[src/hw/rtl/mexp_pkg.sv]
`timescale 1ns / 1ps
// ----------------------------------------------------------------------------
// mexp_pkg
// shared types, opcodes and constants of the modular exponentiation unit
// ----------------------------------------------------------------------------
package mexp_pkg;

  localparam int IDX_W       = 4;
  localparam int BIT_W       = 9;
  localparam int LC_W        = 3;
  localparam int IN_TDATA_W  = 104;
  localparam int OUT_TDATA_W = 72;

  localparam logic [1:0] REQ_MOD   = 2'd0;
  localparam logic [1:0] REQ_ONE   = 2'd1;
  localparam logic [1:0] REQ_BASE  = 2'd2;
  localparam logic [1:0] REQ_START = 2'd3;

  localparam logic [1:0] CFG_LIMBS = 2'd0;
  localparam logic [1:0] CFG_MODE  = 2'd1;
  localparam logic [1:0] CFG_NINV  = 2'd2;

  localparam logic SEL_ACC = 1'b0;
  localparam logic SEL_SQ  = 1'b1;

  typedef logic [4:0] op_t;

  localparam op_t OP_NONE        = 5'd0;
  localparam op_t OP_LOAD        = 5'd1;
  localparam op_t OP_ACC_BASE    = 5'd2;
  localparam op_t OP_INIT_ONE    = 5'd3;
  localparam op_t OP_RUN_INIT    = 5'd4;
  localparam op_t OP_CLR_PROD    = 5'd5;
  localparam op_t OP_CLR_CARRY   = 5'd6;
  localparam op_t OP_MUL_PROD    = 5'd7;
  localparam op_t OP_MUL_M       = 5'd8;
  localparam op_t OP_MUL_RED     = 5'd9;
  localparam op_t OP_MADD        = 5'd10;
  localparam op_t OP_PUT_CARRY   = 5'd11;
  localparam op_t OP_SET_M       = 5'd12;
  localparam op_t OP_PROP        = 5'd13;
  localparam op_t OP_MONT_FIN    = 5'd14;
  localparam op_t OP_PLAIN_CLR   = 5'd15;
  localparam op_t OP_PLAIN_STEP  = 5'd16;
  localparam op_t OP_PLAIN_DONE  = 5'd17;
  localparam op_t OP_PUBLISH     = 5'd18;
  localparam op_t OP_PUBLISH_ERR = 5'd19;

  typedef struct packed {
    op_t              op;
    logic             sel;
    logic [IDX_W-1:0] xi;
    logic [IDX_W-1:0] yi;
    logic [IDX_W-1:0] widx;
    logic [BIT_W-1:0] bitn;
  } cmd_t;

  typedef struct packed {
    logic            mul_done;
    logic            obuf_empty;
    logic [LC_W-1:0] t;
    logic            mont;
  } stat_t;

endpackage

[src/hw/rtl/mexp_ctrl.sv]
`timescale 1ns / 1ps
// ----------------------------------------------------------------------------
// mexp_ctrl
// sequencer for square-and-multiply and the limb-serial modular products
// ----------------------------------------------------------------------------
module mexp_ctrl import mexp_pkg::*; #(
  parameter int LIMBS     = 4,
  parameter int LIMB_BITS = 64
) (
  input  logic        clk,
  input  logic        rst,
  input  logic        s_tvalid,
  output logic        s_tready,
  input  logic [1:0]  req_type,
  input  logic [31:0] exponent,
  input  stat_t       stat,
  output cmd_t        cmd
);

  localparam logic [4:0] S_IDLE    = 5'd0;
  localparam logic [4:0] S_LOOP    = 5'd1;
  localparam logic [4:0] S_SHIFT   = 5'd2;
  localparam logic [4:0] S_M_CLR   = 5'd3;
  localparam logic [4:0] S_P_ROW   = 5'd4;
  localparam logic [4:0] S_P_MUL   = 5'd5;
  localparam logic [4:0] S_P_WAIT  = 5'd6;
  localparam logic [4:0] S_P_CARRY = 5'd7;
  localparam logic [4:0] S_R_M     = 5'd8;
  localparam logic [4:0] S_R_MWAIT = 5'd9;
  localparam logic [4:0] S_R_MUL   = 5'd10;
  localparam logic [4:0] S_R_WAIT  = 5'd11;
  localparam logic [4:0] S_R_PROP  = 5'd12;
  localparam logic [4:0] S_MFIN    = 5'd13;
  localparam logic [4:0] S_PL_CLR  = 5'd14;
  localparam logic [4:0] S_PL_STEP = 5'd15;
  localparam logic [4:0] S_PL_DONE = 5'd16;
  localparam logic [4:0] S_DONE    = 5'd17;
  localparam logic [4:0] S_ERR     = 5'd18;

  logic [4:0]       state, state_next;
  logic [IDX_W-1:0] i, i_next;
  logic [IDX_W-1:0] j, j_next;
  logic [IDX_W-1:0] k, k_next;
  logic [BIT_W-1:0] bitn, bitn_next;
  logic [30:0]      e, e_next;
  logic             sel, sel_next;

  logic [IDX_W-1:0] t_idx;
  logic [IDX_W-1:0] t_m1;
  logic [IDX_W-1:0] t_x2;
  logic [30:0]      e_in;

  assign t_idx = IDX_W'(stat.t);
  assign t_m1  = t_idx - IDX_W'(1);
  assign t_x2  = IDX_W'({stat.t, 1'b0});
  assign e_in  = exponent[30:0];

  assign s_tready = (state == S_IDLE);

  always_comb begin
    state_next = state;
    i_next     = i;
    j_next     = j;
    k_next     = k;
    bitn_next  = bitn;
    e_next     = e;
    sel_next   = sel;
    cmd        = '0;
    cmd.op     = OP_NONE;
    cmd.sel    = sel;
    cmd.bitn   = bitn;
    unique case (state)
      S_IDLE: begin
        if (s_tvalid) begin
          if (req_type != REQ_START) begin
            cmd.op = OP_LOAD;
          end else if (exponent[31]) begin
            state_next = S_ERR;
          end else if (e_in == 31'd1) begin
            cmd.op     = OP_ACC_BASE;
            state_next = S_DONE;
          end else if (e_in == 31'd0) begin
            cmd.op     = OP_INIT_ONE;
            state_next = S_DONE;
          end else begin
            cmd.op     = OP_RUN_INIT;
            e_next     = e_in;
            state_next = S_LOOP;
          end
        end
      end
      S_LOOP: begin
        if (e[0]) begin
          sel_next   = SEL_ACC;
          state_next = S_M_CLR;
        end else begin
          state_next = S_SHIFT;
        end
      end
      S_SHIFT: begin
        e_next = e >> 1;
        if (e[30:1] == 30'd0) begin
          state_next = S_DONE;
        end else begin
          sel_next   = SEL_SQ;
          state_next = S_M_CLR;
        end
      end
      S_M_CLR: begin
        cmd.op     = OP_CLR_PROD;
        i_next     = '0;
        state_next = S_P_ROW;
      end
      S_P_ROW: begin
        cmd.op     = OP_CLR_CARRY;
        j_next     = '0;
        state_next = S_P_MUL;
      end
      S_P_MUL: begin
        cmd.op     = OP_MUL_PROD;
        cmd.xi     = j;
        cmd.yi     = i;
        state_next = S_P_WAIT;
      end
      S_P_WAIT: begin
        if (stat.mul_done) begin
          cmd.op   = OP_MADD;
          cmd.widx = i + j;
          if (j == t_m1) begin
            state_next = S_P_CARRY;
          end else begin
            j_next     = j + IDX_W'(1);
            state_next = S_P_MUL;
          end
        end
      end
      S_P_CARRY: begin
        cmd.op   = OP_PUT_CARRY;
        cmd.widx = i + t_idx;
        if (i == t_m1) begin
          i_next = '0;
          if (stat.mont) state_next = S_R_M;
          else state_next = S_PL_CLR;
        end else begin
          i_next     = i + IDX_W'(1);
          state_next = S_P_ROW;
        end
      end
      S_R_M: begin
        cmd.op     = OP_MUL_M;
        cmd.xi     = i;
        state_next = S_R_MWAIT;
      end
      S_R_MWAIT: begin
        if (stat.mul_done) begin
          cmd.op     = OP_SET_M;
          j_next     = '0;
          state_next = S_R_MUL;
        end
      end
      S_R_MUL: begin
        cmd.op     = OP_MUL_RED;
        cmd.xi     = j;
        state_next = S_R_WAIT;
      end
      S_R_WAIT: begin
        if (stat.mul_done) begin
          cmd.op   = OP_MADD;
          cmd.widx = i + j;
          if (j == t_m1) begin
            k_next     = i + t_idx;
            state_next = S_R_PROP;
          end else begin
            j_next     = j + IDX_W'(1);
            state_next = S_R_MUL;
          end
        end
      end
      S_R_PROP: begin
        cmd.op   = OP_PROP;
        cmd.widx = k;
        if (k == t_x2) begin
          if (i == t_m1) begin
            state_next = S_MFIN;
          end else begin
            i_next     = i + IDX_W'(1);
            state_next = S_R_M;
          end
        end else begin
          k_next = k + IDX_W'(1);
        end
      end
      S_MFIN: begin
        cmd.op     = OP_MONT_FIN;
        state_next = (sel == SEL_ACC) ? S_SHIFT : S_LOOP;
      end
      S_PL_CLR: begin
        cmd.op     = OP_PLAIN_CLR;
        bitn_next  = BIT_W'(2 * LIMB_BITS * int'(stat.t) - 1);
        state_next = S_PL_STEP;
      end
      S_PL_STEP: begin
        cmd.op = OP_PLAIN_STEP;
        if (bitn == '0) begin
          state_next = S_PL_DONE;
        end else begin
          bitn_next = bitn - BIT_W'(1);
        end
      end
      S_PL_DONE: begin
        cmd.op     = OP_PLAIN_DONE;
        state_next = (sel == SEL_ACC) ? S_SHIFT : S_LOOP;
      end
      S_DONE: begin
        if (stat.obuf_empty) begin
          cmd.op     = OP_PUBLISH;
          state_next = S_IDLE;
        end
      end
      S_ERR: begin
        if (stat.obuf_empty) begin
          cmd.op     = OP_PUBLISH_ERR;
          state_next = S_IDLE;
        end
      end
      default: state_next = S_IDLE;
    endcase
  end

  always_ff @(posedge clk) begin
    if (rst) begin
      state <= S_IDLE;
      i     <= '0;
      j     <= '0;
      k     <= '0;
      bitn  <= '0;
      e     <= '0;
      sel   <= SEL_ACC;
    end else begin
      state <= state_next;
      i     <= i_next;
      j     <= j_next;
      k     <= k_next;
      bitn  <= bitn_next;
      e     <= e_next;
      sel   <= sel_next;
    end
  end

endmodule

[config.mk]
export PLATFORM = sky130hd
export DESIGN_NAME = mexp_ctrl
export DESIGN_NICKNAME = d
export VERILOG_FILES = /design/src/hw/rtl/mexp_pkg.sv /design/src/hw/rtl/mexp_ctrl.sv
export SDC_FILE = /design/constraint.sdc
export NUM_CORES = 1
export LEC_CHECK = 0
export BUFFER_PORTS_ARGS = -buffer_cell sky130_fd_sc_hd__buf_2
export CORE_MARGIN = 2
export CORE_UTILIZATION = 53
export CTS_BUF_LIST = sky130_fd_sc_hd__clkbuf_4
export DETAILED_ROUTE_END_ITERATION = 6
export PLACE_DENSITY_LB_ADDON = 0.25
export SYNTH_ARGS = -nofsm -noshare
export SYNTH_HDL_FRONTEND = slang
export SYNTH_SLANG_ARGS = --single-unit
export TNS_END_PERCENT = 10
[constraint.sdc]
create_clock -name clk -period 2.4 [get_ports clk]
set_input_delay 0.12 -clock clk [delete_from_list [all_inputs] [get_ports clk]]
set_output_delay 0.12 -clock clk [all_outputs]
set_load 0.01 [all_outputs]
==> out/qor.yml, run 1 <==
setup_path:
  cp_max_fo: 7
  worst_setup_path_start_kind: "flop"
  crit_type: "reg -> reg"
  ff2ff_setup_slack_ps: -30
  critPathMaxStageDelay_ps: 410
  reg2regPathDepth: 9
  r2r_start: "bitn[0]"
  crit_chain: "inv_2 > ha_4 > or3b_4 > or3_4 > o41a_4 > a2111oi_4 > buf_4 > mux2i_1 > nor2_1"
  critPathArrivalTime_ps: 2750
  cp-end-kind: "flop"
  reg2reg_to: "state[0]"
  cp_slowest_cell: "o41a_4"
  path_delay_family: "simple AND/OR/NAND/NOR gates"
  worst_ep_required_time_ps: 2720
  worst-path-buf-inv: 2
cts:
  cts_buffers: 9
  cts_max_path_buffers: 2
  clk_pin_slew_ps: 110
  cts_tree: "yes"
  cts.sinks: 58
  postCtsSetupRepairBufs: 0
  root_buffer: "clkbuf_4"
  htreeDepth: 3
  insertion_delay_ps: 430
synthesis:
  yosys.area.top_type: "dfxtp_1"
  syn_avg_cell_area_um2: 7.48
  synth_top_area_share_pct: 29.6
  syn_area_mm2: 0.00392
  ys_ff_latch: 58
  ys_types: 60
  synth_area_leaders: "dfxtp_1 30%, nand2_1 8.1%, a311oi_1 7.2%, nor2_1 5.9%, ha_1 3.5%"
  synthFlopType: "dfxtp_1"
  syn_inst: 524
  ys_seq_area_share_pct: 29.6
  yosysWarnings: 0
  syn_nets: 580
  synth_enable_flop_cells: 0
  async_flop_share_pct: 0
timing:
  min_period_ps: 2430
  max_clock_freq_mhz: 411
  hold_slack_ps: 79.9
  worst_slack_ps: -33.5
  setup-violations-final: 4
  worst_clock_skew_ps: 20.5
  report.final.slew_viol_count: 0
  tightest_slew_ps: 651
  slew_headroom_pct: 56.1
  setup-tns-final_ps: -110
  hold_violations: 0
  rsz0062_at_grt: "yes"
  finalCritPeriodShare_pct: 101
pwr:
  finalPower_uw: 3960
  power.density_mw_per_mm2: 789
  switchingPower_uw: 1730
  vdd_drop_max_mv: 0.961
  power_frac_comb_pct: 48.4
  clock_power_share_pct: 16.1
  swShare_pct: 43.7
  leakagePower_uw: 0.00201
  seqPwrFrac_pct: 35.4
  p_int_uw: 2220
place:
  gp_congestion: 0.908
  portBuffers: 70
  dp_cells: 693
  hpwl_um: 8370
die:
  die_w_um: 90.0
  core_area_mm2: 0.00721
  placementRows: 31
  die_area_mm2: 0.00810
  initial_core_util_pct: 54.3
  die_h_um: 90.0
  pin_count: 71
grt:
  antenna_found_initial: 0
  track_usage_pct: 29.9
  grt.overflow.total: 0
  grt_pass1_wl_um: 20000
  grt_pass1_vias: 4379
  grt_max_degree: 63
finish:
  antenna_cells: 0
  final_cell_mix: "84 x nand2_1, 70 x buf_2, 60 x nor2_1"
  nets: 692
  drive_above_1_share_pct: 23.2
  layout_commonest_cell: "nand2_1"
  syn_to_final_growth_pct: 27.9
  final_cells: 740
routing:
  vias_per_cell: 6.16
  routedWlPerCell_um: 16.3
  drt_iter0_markers: 418
  first_pass_iters: 5
  routed-via-count: 4558
  antenna_left: 0
  drc_errors: 0
  routed_wl_um: 12100
status:
  status: "finished with violations"
  violations: "setup timing"
hold_path:
  worstHoldPathType: "in -> reg"
  hold_path_startpoint: "stat[4]"
  hold_path_depth: 3
  min_to: "state[4]"
run:
  maxCapViolations: 0
[layout make-up]
| class | instances | area, µm² |
|---|---|---|
| timing repair buffer | 135 | 928 |
| clock buffer | 10 | 75.1 |
| multi-input combinational | 417 | 2620 |
| fill | 654 | 2200 |
| tap | 99 | 124 |
| inverter | 15 | 56.3 |
| clock inverter | 6 | 43.8 |
| sequential | 58 | 1170 |
[metal layers]
metal	GRT usage, %	vias to the layer above	part of all wire [%]
li1	-	2173	-
met1	39.2	2125	44
met2	47.1	225	46
met3	6.29	35	8.1
met4	14.6	0	2.4
met5	0	-	0
[worst max path at each step]
stage          startpoint        to  slack, ps  cells after the start
2_1_floorplan     bitn[0]  state[1]        -70                      8
6_report          bitn[0]  state[0]        -30                      9
5_1_grt           bitn[1]  state[0]       -160                      9
3_5_place_dp      bitn[0]  state[0]        -20                      9
3_3_place_gp      bitn[0]  state[0]         50                      9
4_1_cts           bitn[0]  state[0]        -50                      9
[stage by stage]
step | area [µm²] | worst slack (ps) | utilization (%)
detailed placement | 4540 | -20.9 | 63.0
CTS | 4980 | -48.1 | 69.0
global route | 5010 | -160 | 69.5
global placement | 4540 | 46.8 | 63.0
floorplan | 3920 | -70.3 | -
finish | 5010 | -33.5 | 69.5
[registers in the layout (all words and copies together) (netlist names)]
name / cells
bitn: 9
e: 31
i: 4
j: 4
sel: 1
state: 5
k: 4
[worst reg2reg max path: stages, from the launching register on]
cell	delay (ps)
dfxtp_2	340
inv_2	60
ha_4	130
or3b_4	380
or3_4	340
o41a_4	410
a2111oi_4	190
buf_4	210
mux2i_1	210
nor2_1	60
[what timing repair did]
item	4_1_cts	5_1_grt
resized for setup	4	13
hold endpoints to repair	31	0
gates cloned	0	0
setup endpoints to repair	10	19
hold buffers	31	0
[cells in the mapped netlist, types with 2 or more instances]
| master | count |
|---|---|
| and2_1 | 3 |
| or2_2 | 2 |
| nand3b_1 | 4 |
| o21ai_0 | 18 |
| nand2b_1 | 5 |
| o31ai_1 | 9 |
| or3b_2 | 2 |
| dfxtp_1 | 58 |
| buf_1 | 3 |
| mux2i_1 | 6 |
| and3b_1 | 2 |
| o21a_1 | 2 |
| nand4_1 | 7 |
| xor2_1 | 10 |
| or3_1 | 6 |
| inv_1 | 15 |
| a22o_1 | 4 |
| a21oi_1 | 23 |
| o21bai_1 | 2 |
| a211oi_1 | 8 |
| nor4_1 | 19 |
| a32o_1 | 2 |
| a22oi_1 | 5 |
| a311oi_1 | 32 |
| clkbuf_1 | 30 |
| ha_1 | 11 |
| nor2b_1 | 2 |
| o22ai_1 | 6 |
| nand2_1 | 85 |
| nor2_1 | 62 |
| or4_1 | 2 |
| a221oi_1 | 2 |
| nand3_1 | 17 |
| xnor2_1 | 12 |
| a21o_1 | 4 |
| nor3_1 | 17 |
| fa_1 | 2 |
| a31oi_1 | 3 |
[power groups by stage]
stage                     clock, µW  combinational [µW]  sequential (µW)
final                           638                1920             1400
after global routing            684                2120             1430
after CTS                       643                1870             1390
after detailed placement          0                1820             1410
after global placement            0                1780             1410
after floorplan                   0                1300             1350
[cells by family (layout without fill, tap and decap cells)]
kind of cell | after synthesis | after routing | synth area share, %
AND/OR/NAND/NOR | 242 | 242 | 29.2
AO/OA/AOI/OAI | 134 | 134 | 25.4
flip-flops | 58 | 58 | 29.6
buffers and inverters | 49 | 166 | 4.79
XOR/XNOR | 22 | 22 | 4.92
adder cells (fa/ha/maj) | 13 | 13 | 4.53
multiplexers | 6 | 6 | 1.53
No activity file was read; power rests on OpenSTA's default activity.
==> run 2: changes to the inputs <==
--- a/config.mk
+++ b/config.mk
@@ -9,8 +9,9 @@
 export CORE_MARGIN = 2
 export CORE_UTILIZATION = 53
 export CTS_BUF_LIST = sky130_fd_sc_hd__clkbuf_4
+export CTS_CLUSTER_DIAMETER = 100
 export DETAILED_ROUTE_END_ITERATION = 6
-export PLACE_DENSITY_LB_ADDON = 0.25
+export PLACE_DENSITY = 0.81
 export SYNTH_ARGS = -nofsm -noshare
 export SYNTH_HDL_FRONTEND = slang
 export SYNTH_SLANG_ARGS = --single-unit
==> run 2 against run 1 <==
Effect of this change:
- the flow still finishes with violations (setup timing)
- final cell count unchanged
- routed wire length increased by 4.8%
- clock skew decreased by 1.0 ps
- power increased by 6.3%
- sequential share of layout area decreased by 0.15 points
- sequential power about the same
- critical path depth decreased by 2
- sequential cell count unchanged
- via count increased by 1.7%
- non-clock buffer count unchanged
- first-iteration DRC count increased by 43%
- combinational power increased by 3%
==> out/qor.yml, run 2 (synthesized netlist as in run 1, its figures left out) <==
timing:
  hold_violations: 0  # unchanged
  max_clock_freq_mhz: 405  # -1.5%
  worst_slack_ps: -69.4  # -36.0 ps
  slew_headroom_pct: 51.9  # -4.2 points
  finalCritPeriodShare_pct: 103  # +1.5 points
  setup-violations-final: 5  # +1
  min_period_ps: 2470  # +36.0 ps
  setup-tns-final_ps: -236  # -126 ps
  tightest_slew_ps: 715  # +64.7 ps
  report.final.slew_viol_count: 0  # unchanged
  worst_clock_skew_ps: 19.5  # -1.04 ps
  rsz0062_at_grt: "yes"
setup_path:
  critPathArrivalTime_ps: 2350  # -400 ps
  cp-end-kind: "output pin"
  reg2regPathDepth: 9  # unchanged
  crit_type: "reg -> out"
  worst_setup_path_start_kind: "flop"
  worst_ep_required_time_ps: 2280  # -440 ps
  cp_max_fo: 8  # +1
cts:
  htreeDepth: 3  # unchanged
  insertion_delay_ps: 410  # -20 ps
  cts_max_path_buffers: 2  # unchanged
  clk_pin_slew_ps: 120  # about the same
  cts_tree: "yes"
  cts_buffers: 9  # unchanged
  root_buffer: "clkbuf_4"
  cts.sinks: 58  # unchanged
die:
  initial_core_util_pct: 54.3  # unchanged
  die_w_um: 90.0  # unchanged
  placementRows: 31  # unchanged
  pin_count: 71  # unchanged
  core_area_mm2: 0.00721  # unchanged
  die_area_mm2: 0.00810  # unchanged
  die_h_um: 90.0  # unchanged
place:
  hpwl_um: 8860  # +5.9%
  portBuffers: 70  # unchanged
  gp_congestion: 0.998  # +9.8%
finish:
  top_register: "e"
  num-fill-cells: 611  # -6.6%
  largest_reg_flops: 31  # unchanged
  top_regs: "e (31), bitn (9), state (5)"
  drive_above_1_share_pct: 22.9  # -0.31 points
  final_cell_mix: "84 x nand2_1, 70 x buf_2, 61 x nor2_1"
  layout_commonest_cell: "nand2_1"
  nets: 692  # unchanged
  antenna_cells: 0  # unchanged
  syn_to_final_growth_pct: 28.6
routing:
  routedWlPerCell_um: 17.1  # +4.8%
  first_pass_iters: 6  # +1
  drt_iter0_markers: 598  # +43%
  routed-via-count: 4634  # +1.7%
  drc_errors: 0  # unchanged
  routed_wl_um: 12600  # +4.8%
  vias_per_cell: 6.26  # +1.7%
  antenna_left: 0  # unchanged
grt:
  grt.overflow.total: 0  # unchanged
  grt_pass1_wl_um: 21000  # +5.1%
  grt_pass1_vias: 4387  # +0.18%
  track_usage_pct: 31.4  # +1.5 points
  grt_max_degree: 49  # -22%
  antenna_found_initial: 0  # unchanged
status:
  violations: "setup timing"
  status: "finished with violations"
hold_path:
  worstHoldPathType: "in -> reg"
  hold_path_depth: 3  # unchanged
pwr:
  finalPower_uw: 4200  # +6.3%
  leakagePower_uw: 0.00203  # +1.1%
  power.density_mw_per_mm2: 834  # +5.7%
  vdd_drop_max_mv: 0.702  # -27%
run:
  maxCapViolations: 0  # unchanged
[run 2: changes by cell type in the layout (fill, tap and decap cells not counted), moves of 2 or more]
cell           before  now
buf_4              33   37
bufinv_16           0    2
clkinv_4            3    0
dfxtp_1            50   53
dfxtp_2             8    4
dlygate4sd3_1      31   27
inv_1              13   15
inv_2               2    0
[run 2: routing by layer]
metal,global-route usage (%),share of wire [%],up-vias
met2,53.2,49,226
met4,10.1,2.4,0
li1,-,-,2165
met5,0,0,-
met1,41.5,41,2208
met3,4.27,7.3,35
[run 2: worst max-delay path: stages, from the launching register on]
cell and delay, ps:
dfxtp_2 430, buf_4 180, inv_1 120, nand2_1 210, nor2_1 60, o21ai_0 140, or4b_2 630, buf_2 170
[run 2: stage by stage]
stage	cells	utilization (%)	hold slack, ps	worst slack (ps)	area, µm²
after global routing	740	69.9	6.87	-169	5040
after global placement	695	63.2	399	41.4	4560
final	740	69.9	14.9	-69.4	5040
after detailed placement	695	63.2	410	-49.2	4560
after CTS	739	69.3	1.66	-58.3	5000
after floorplan	524	-	272	-70.3	3920
[run 2: final cells by class]
class                   count  area [µm²]  share of cell area [%]
clock inverters             6        81.3                    1.61
multi-input cells         417        2620                    51.9
repair buffers            135         918                    18.2
well taps                  99         124                    2.46
flip-flops and latches     58        1170                    23.2
clock buffers              10        75.1                    1.49
inverters                  15        56.3                    1.12
[run 2: power by group]
part	total, µW	internal (µW)	switching [µW]	leakage, µW
Combinational	1980	817	1160	0.00147
Clock	818	427	391	0.0000838
Sequential	1410	1200	209	0.000476
Total	4200	2450	1760	0.00203
[run 2: path summary, 6_finish.rpt]
check | start | endpoint | slack [ps]
setup / recovery | state[3] | cmd[23] | -70
setup reg to reg | bitn[0] | state[1] | -60
hold / removal | exponent[29] | e[29] | 10
hold reg to reg | e[23] | e[22] | 490
[run 2: timing repair]
item / in CTS / in global routing
resized for setup: 4 / 9
hold endpoints to repair: 27 / 0
pin swaps: 0 / 1
hold buffers: 27 / 0
setup buffers: 1 / 1
endpoints found under the setup margin: 11 / 16
